--- src/sv/bal_pkg.sv ---
package bal_pkg;

    localparam int DEPTH = 16;
    localparam int IDX_W = (DEPTH > 1) ? $clog2(DEPTH) : 1;
    localparam int CNT_W = $clog2(DEPTH + 1);
    localparam int POS_W = 4;
    localparam int CAP_W = 5;
    localparam int TOT_W = 5;
    localparam int VAL_W = 32;
    // Width wide enough to compare a position against the count.
    localparam int AT_W  = (CNT_W > POS_W) ? CNT_W : POS_W;
    // Width wide enough to compare the count against the capacity.
    localparam int LIM_W = (CNT_W > CAP_W) ? CNT_W : CAP_W;

    localparam logic [2:0] CMD_PUSH_FRONT = 3'd0;
    localparam logic [2:0] CMD_PUSH_BACK  = 3'd1;
    localparam logic [2:0] CMD_INSERT_AT  = 3'd2;
    localparam logic [2:0] CMD_POP_FRONT  = 3'd3;
    localparam logic [2:0] CMD_POP_BACK   = 3'd4;
    localparam logic [2:0] CMD_REMOVE_AT  = 3'd5;

    localparam logic [1:0] ST_DONE  = 2'd0;
    localparam logic [1:0] ST_FULL  = 2'd1;
    localparam logic [1:0] ST_EMPTY = 2'd2;
    localparam logic [1:0] ST_RANGE = 2'd3;

    localparam logic [CAP_W-1:0] CAP_RESET = CAP_W'(16);

    typedef struct packed {
        logic [2:0]              command;
        logic [POS_W-1:0]        position;
        logic signed [VAL_W-1:0] value;
    } bal_req_t;

    typedef struct packed {
        logic signed [VAL_W-1:0] taken_value;
        logic [1:0]              status;
        logic [TOT_W-1:0]        entry_total;
    } bal_rsp_t;

    // Broadcast to every cell of the row in the cycle a request is taken.
    typedef struct packed {
        logic                    ins;
        logic                    rem;
        logic [AT_W-1:0]         at;
        logic [AT_W-1:0]         cnt;
        logic signed [VAL_W-1:0] value;
    } bal_shift_t;

    function automatic logic [TOT_W-1:0] to_total(input logic [CNT_W-1:0] cnt);
        logic [31:0] wide;
        wide = 32'(cnt);
        return wide[TOT_W-1:0];
    endfunction

endpackage

--- src/sv/bal_cell.sv ---
module bal_cell (
    input  logic                             aclk,
    input  bal_pkg::bal_shift_t              shift,
    input  logic [bal_pkg::IDX_W-1:0]        cell_idx,
    input  logic signed [bal_pkg::VAL_W-1:0] left_data,
    input  logic signed [bal_pkg::VAL_W-1:0] right_data,
    output logic signed [bal_pkg::VAL_W-1:0] data
);

    logic signed [bal_pkg::VAL_W-1:0] data_reg;
    logic signed [bal_pkg::VAL_W-1:0] data_next;
    logic [bal_pkg::AT_W-1:0]         idx;

    assign idx  = bal_pkg::AT_W'(cell_idx);
    assign data = data_reg;

    // Insert opens a gap at the insert point; remove closes the gap.
    always_comb begin
        data_next = data_reg;
        if (shift.ins) begin
            if (idx == shift.at) begin
                data_next = shift.value;
            end else if (idx > shift.at && idx <= shift.cnt) begin
                data_next = left_data;
            end
        end else if (shift.rem) begin
            if (idx >= shift.at && (idx + bal_pkg::AT_W'(1)) < shift.cnt) begin
                data_next = right_data;
            end
        end
    end

    always_ff @(posedge aclk) begin
        data_reg <= data_next;
    end

endmodule

--- src/sv/bal_ctrl.sv ---
module bal_ctrl (
    input  logic                         fire,
    input  bal_pkg::bal_req_t            req,
    input  logic [bal_pkg::CNT_W-1:0]    count,
    input  logic [bal_pkg::CAP_W-1:0]    capacity,
    output bal_pkg::bal_shift_t          shift,
    output logic [1:0]                   status,
    output logic [bal_pkg::CNT_W-1:0]    count_next
);

    logic                      is_ins;
    logic                      is_rem;
    logic                      full;
    logic                      empty;
    logic [bal_pkg::AT_W-1:0]  cnt_ext;
    logic [bal_pkg::AT_W-1:0]  at;
    logic                      ok;

    assign cnt_ext = bal_pkg::AT_W'(count);
    assign full    = (bal_pkg::LIM_W'(count) >= bal_pkg::LIM_W'(capacity))
                  || (count == bal_pkg::CNT_W'(bal_pkg::DEPTH));
    assign empty   = (count == '0);

    always_comb begin
        is_ins = 1'b0;
        is_rem = 1'b0;
        at     = '0;
        unique case (req.command)
            bal_pkg::CMD_PUSH_FRONT: begin
                is_ins = 1'b1;
            end
            bal_pkg::CMD_PUSH_BACK: begin
                is_ins = 1'b1;
                at     = cnt_ext;
            end
            bal_pkg::CMD_INSERT_AT: begin
                is_ins = 1'b1;
                at     = bal_pkg::AT_W'(req.position);
            end
            bal_pkg::CMD_POP_FRONT: begin
                is_rem = 1'b1;
            end
            bal_pkg::CMD_POP_BACK: begin
                is_rem = 1'b1;
                at     = cnt_ext - bal_pkg::AT_W'(1);
            end
            bal_pkg::CMD_REMOVE_AT: begin
                is_rem = 1'b1;
                at     = bal_pkg::AT_W'(req.position);
            end
            default: begin
            end
        endcase
    end

    always_comb begin
        status = bal_pkg::ST_DONE;
        if (is_ins) begin
            if (full) begin
                status = bal_pkg::ST_FULL;
            end else if (at > cnt_ext) begin
                status = bal_pkg::ST_RANGE;
            end
        end else if (is_rem) begin
            if (empty) begin
                status = bal_pkg::ST_EMPTY;
            end else if (at >= cnt_ext) begin
                status = bal_pkg::ST_RANGE;
            end
        end
    end

    assign ok          = fire && (status == bal_pkg::ST_DONE);
    assign shift.ins   = ok && is_ins;
    assign shift.rem   = ok && is_rem;
    assign shift.at    = at;
    assign shift.cnt   = cnt_ext;
    assign shift.value = req.value;

    always_comb begin
        count_next = count;
        if (shift.ins) begin
            count_next = count + bal_pkg::CNT_W'(1);
        end else if (shift.rem) begin
            count_next = count - bal_pkg::CNT_W'(1);
        end
    end

endmodule

--- src/sv/bounded_array_list.sv ---
// Result: the result of an accepted request is registered into m_result and
// is shown there in the cycle after the request is accepted.
// Throughput: one request per cycle while m_ready is high; the row shifts every
// entry in the same cycle, and a request enters in the cycle a result is taken.
// Reset: aresetn is synchronous and active low; it empties the list, drops the
// pending result and sets the capacity to 16. Entry contents are not cleared.
module bounded_array_list (
    input  logic                          aclk,
    input  logic                          aresetn,
    input  logic                          cfg_we,
    input  logic [bal_pkg::CAP_W-1:0]     cfg_wdata,
    input  logic                          s_valid,
    output logic                          s_ready,
    input  bal_pkg::bal_req_t             s_request,
    output logic                          m_valid,
    input  logic                          m_ready,
    output bal_pkg::bal_rsp_t             m_result
);

    // Control state: the entry count, the capacity register and the output
    // stage valid flag. The entries themselves live in the row of cells.
    logic [bal_pkg::CNT_W-1:0] count_reg;
    logic [bal_pkg::CNT_W-1:0] count_next;
    logic [bal_pkg::CAP_W-1:0] capacity_reg;
    logic                      m_valid_reg;
    bal_pkg::bal_rsp_t         m_result_reg;

    logic                      fire;
    bal_pkg::bal_shift_t       shift;
    logic [1:0]                status;
    logic signed [bal_pkg::VAL_W-1:0] cell_data [bal_pkg::DEPTH];
    logic signed [bal_pkg::VAL_W-1:0] taken;

    // A request may enter whenever the output register is empty or is being
    // drained in this same cycle.
    assign s_ready  = !m_valid_reg || m_ready;
    assign fire     = s_valid && s_ready;
    assign m_valid  = m_valid_reg;
    assign m_result = m_result_reg;

    // The controller decodes the command, checks full, empty and position
    // against the current count, and broadcasts the shift order to the row.
    bal_ctrl u_ctrl (
        .fire       (fire),
        .req        (s_request),
        .count      (count_reg),
        .capacity   (capacity_reg),
        .shift      (shift),
        .status     (status),
        .count_next (count_next)
    );

    // Row of cells: cell k holds entry k and sees both neighbors. The ends of
    // the row are fed zeros, which no legal shift ever takes.
    for (genvar k = 0; k < bal_pkg::DEPTH; k++) begin : g_cell
        logic signed [bal_pkg::VAL_W-1:0] left_in;
        logic signed [bal_pkg::VAL_W-1:0] right_in;

        if (k == 0) begin : g_first
            assign left_in = '0;
        end else begin : g_mid_l
            assign left_in = cell_data[k-1];
        end

        if (k == bal_pkg::DEPTH - 1) begin : g_last
            assign right_in = '0;
        end else begin : g_mid_r
            assign right_in = cell_data[k+1];
        end

        bal_cell u_cell (
            .aclk       (aclk),
            .shift      (shift),
            .cell_idx   (bal_pkg::IDX_W'(k)),
            .left_data  (left_in),
            .right_data (right_in),
            .data       (cell_data[k])
        );
    end

    // The removed entry is read from the row before it shifts. A failed
    // remove, or any insert, returns zero.
    always_comb begin
        taken = '0;
        if (shift.rem) begin
            taken = cell_data[shift.at[bal_pkg::IDX_W-1:0]];
        end
    end

    always_ff @(posedge aclk) begin
        if (!aresetn) begin
            count_reg    <= '0;
            capacity_reg <= bal_pkg::CAP_RESET;
            m_valid_reg  <= 1'b0;
        end else begin
            count_reg <= count_next;
            if (cfg_we) begin
                capacity_reg <= cfg_wdata;
            end
            if (fire) begin
                m_valid_reg <= 1'b1;
            end else if (m_ready) begin
                m_valid_reg <= 1'b0;
            end
        end
    end

    // Result payload needs no reset; it is qualified by m_valid.
    always_ff @(posedge aclk) begin
        if (fire) begin
            m_result_reg.taken_value <= taken;
            m_result_reg.status      <= status;
            m_result_reg.entry_total <= bal_pkg::to_total(count_next);
        end
    end

endmodule

--- config.mk ---
export PLATFORM = sky130hd
export DESIGN_NAME = bounded_array_list
export DESIGN_NICKNAME = d
export VERILOG_FILES = /design/src/sv/bal_pkg.sv /design/src/sv/bal_cell.sv /design/src/sv/bal_ctrl.sv /design/src/sv/bounded_array_list.sv
export SDC_FILE = /design/constraint.sdc
export NUM_CORES = 2
export LEC_CHECK = 0
export BUFFER_PORTS_ARGS = -buffer_cell sky130_fd_sc_hd__buf_2
export CAP_MARGIN = 10
export CORE_UTILIZATION = 55
export CTS_BUF_LIST = sky130_fd_sc_hd__clkbuf_16
export CTS_CLUSTER_DIAMETER = 80
export CTS_CLUSTER_SIZE = 40
export DETAILED_ROUTE_END_ITERATION = 10
export MAX_ROUTING_LAYER = met4
export PLACE_DENSITY_LB_ADDON = 0.1
export SETUP_SLACK_MARGIN = 0.3
export SYNTH_ARGS = -nofsm -noshare
export SYNTH_HDL_FRONTEND = slang
export SYNTH_SLANG_ARGS = --single-unit
export TNS_END_PERCENT = 10
--- constraint.sdc ---
create_clock -name aclk -period 21.8 [get_ports aclk]
set_input_delay 2.18 -clock aclk [delete_from_list [all_inputs] [get_ports aclk]]
set_output_delay 2.18 -clock aclk [all_outputs]
set_load 0.005 [all_outputs]
==> flow_summary.json <==
{
  "core_um2": 59000,
  "synth_top_area_cell": "edfxtp_1",
  "path_max_fanout": 116,
  "clock_tree.buffer_depth": 3,
  "nets": 3766,
  "power.share.switching_pct": 37.4,
  "cts_tree": "done",
  "vdd_ir_drop_max_uv": 70.1,
  "power.density_nw_per_um2": 93.6,
  "grt_max_degree": 153,
  "arrival_ns": 9.06,
  "row_count": 89,
  "drv_slew": 0,
  "vias": 30600,
  "largest_reg_flops": 512,
  "syn_to_final_growth_pct": 5.35,
  "grt_usage_pct": 41.3,
  "clk_pin_slew_ns": 0.10,
  "hold_viol_final": 0,
  "grt_antenna_before_repair": 2,
  "gp_routability_congestion": 0.916,
  "power_frac_comb_pct": 30.6,
  "critical_path_class": "in2reg",
  "synth_cell_type_count": 76,
  "synth.top_cell.area_share_pct": 50.3,
  "synthTopCellsByArea": "edfxtp_1 50%, nand2_1 14%, a31oi_1 7.4%",
  "cp_data_required_time_ns": 22.10,
  "rr_startpoint": "count_reg[1]",
  "syn_inst": 3874,
  "ctsHtreeMaxLevel": 2,
  "critPathCapture": "g_cell[3].u_cell.data[22]",
  "syn_area_per_cell_um2": 8.49,
  "status": "complete, no violations",
  "cts_buffers": 35,
  "reg2reg_to": "g_cell[3].u_cell.data[22]",
  "p_total_w": 0.00325,
  "port_buffers": 89,
  "netSwitchingPower_w": 0.00121,
  "relSlewSlack_pct": 7.66,
  "async_flop_share_pct": 0,
  "grt_setup_unrepaired": "no",
  "detail-route-antenna-nets": 0,
  "grt_remaining_overflow": 0,
  "io_pins": 90,
  "stdcell_area_um2": 34700,
  "synth-seq-cells": 562,
  "final_core_util_pct": 58.7,
  "syn_nets": 3938,
  "n_fill_cell": 5147,
  "synth_common_cells": "1248 x nand2_1, 551 x edfxtp_1, 477 x nor2_1, 387 x a31oi_1, 304 x a21oi_1",
  "rrSetupSlack_ns": 13.53,
  "tns_ns": 0,
  "setup_viol": 0,
  "fmax_ghz": 0.114,
  "synth_ff_type": "edfxtp_1",
  "cts_setup_buffers": 0,
  "max_slew.worst_pin.slew_ns": 1.38,
  "wl_per_cell_um": 27.2,
  "die_width_um": 247,
  "period_needed_ns": 8.76,
  "via_per_inst": 6.79,
  "max_cap_violations": 0,
  "yosysWarnings": 0,
  "drive_gt1_share_pct": 7.65,
  "grt_pass1_vias": 28700,
  "drt_iter0_markers": 4627,
  "post_cts_resized": 0,
  "drc": 0,
  "clock_sinks": 562,
  "internal_power_w": 0.00203,
  "start_kind": "primary input",
  "drt_pass1_iterations": 6,
  "fin_skew_ns": 0.0324,
  "power_frac_seq_pct": 45.6,
  "wl_um": 123000,
  "clkPwrFrac_pct": 23.9,
  "ctsRootBufferMaster": "clkbuf_16",
  "ff2ff_path_depth": 16,
  "seq_area_frac_synth_pct": 51.0,
  "die_h_um": 247,
  "clk_latency_ns": 0.61,
  "place_area_um2": 33400,
  "synth.most_common_cell": "nand2_1",
  "cellLeakagePower_nw": 13.2,
  "syn_area_um2": 32900,
  "hold_path.class": "reg2reg",
  "dp_hpwl_um": 66800,
  "start_util_pct": 55.7,
  "grt_first_pass_wirelength_um": 182000,
  "end_kind": "flip-flop",
  "crit_start": "s_request[37]",
  "hold_buffers": 0,
  "dieArea_um2": 60800,
  "finalCritPeriodShare_pct": 40.2,
  "synth_edf_count": 551
}
per-stage QoR:
stage,hold WS (ns),setup WS [ns],cells
floorplan,0.459,13.03,3874
global placement,0.483,12.83,4435
detailed placement,0.492,12.67,4436
CTS,0.506,13.30,4498
global route,0.527,12.63,4502
finish,0.496,13.04,4502
worst min path at each step:
stage | from | end | slack, ns | cells past startpoint
after floorplan | capacity_reg[4] | capacity_reg[4] | 0.46 | 2
after global placement | capacity_reg[4] | capacity_reg[4] | 0.48 | 2
after detailed placement | capacity_reg[4] | capacity_reg[4] | 0.49 | 2
after CTS | capacity_reg[4] | capacity_reg[4] | 0.51 | 2
after global routing | capacity_reg[4] | capacity_reg[4] | 0.53 | 2
final | capacity_reg[4] | capacity_reg[4] | 0.50 | 2
layout by cell type, fill, tap and decap left out, types with 3 or more instances in the layout:
cell type,netlist,routed
buf_2,136,89
nand3_1,77,77
ha_1,15,15
mux2i_1,76,76
nand3_2,3,3
a221oi_1,34,32
inv_8,0,3
nor2_4,1,4
nand2_1,1248,1248
edfxtp_1,551,551
a22o_1,32,32
dfxtp_1,11,11
nand4_1,3,3
nand2b_1,5,5
o21ai_0,16,16
nor3_4,4,7
nor2_1,477,470
clkinv_1,0,4
a211oi_4,0,3
nor3_1,11,8
and3_1,104,103
a31oi_1,387,386
and2_1,5,5
nor2b_1,10,10
inv_2,2,3
inv_1,16,15
a21oi_1,304,303
inv_6,0,5
buf_4,26,72
nor3_2,3,3
clkbuf_16,0,37
a221o_1,32,32
nor2_2,7,11
inv_12,0,3
routing by layer:
| layer | vias up | share of wire [%] | wire, um | GRT usage (%) |
|---|---|---|---|---|
| met5 | - | 0 | 0 | - |
| met4 | 0 | 5.4 | 6560 | 19.5 |
| met3 | 452 | 14 | 17200 | 8.70 |
| met2 | 2398 | 44 | 54000 | 61.5 |
| met1 | 14400 | 37 | 44800 | 53.7 |
| li1 | 13300 | - | - | - |
final cells by class:
type	count	area, um^2	area share, %
repair buffers	165	1040	3.00
diodes	2	5.00	0.0144
clock inverters	25	285	0.823
well taps	773	967	2.79
inverters	19	78.8	0.227
clock buffers	37	926	2.67
flip-flops and latches	562	16800	48.4
multi-input cells	2919	14600	42.1
power by group through the flow:
stage	logic, W	registers [W]	clock network [W]
after detailed placement	0.000955	0.00150	0
after CTS	0.000956	0.00148	0.000777
after global placement	0.000926	0.00150	0
after floorplan	0.000666	0.00148	0
final	0.000992	0.00148	0.000774
after global routing	0.00106	0.00149	0.000809
cell families after synthesis:
family | after synthesis | share of synthesized area, %
simple gates | 1975 | 24.4
compound gates | 849 | 16.2
xor+xnor | 3 | 0.0799
buf+inv | 393 | 5.40
flops | 562 | 51.0
mux | 77 | 2.35
fa+ha+maj | 15 | 0.571
critical path: stages:
cell	delay, ns
buf_2	0.25
nand2b_1	0.21
o21a_1	0.12
o32a_1	0.63
inv_2	0.40
ha_1	0.42
a21oi_1	0.16
o21ai_0	0.15
a221o_1	0.40
o32a_1	0.25
nor2_4	0.80
buf_4	0.75
buf_4	0.95
buf_4	0.98
a31oi_1	0.21
Note: power is estimated with default switching activity, not from simulation.
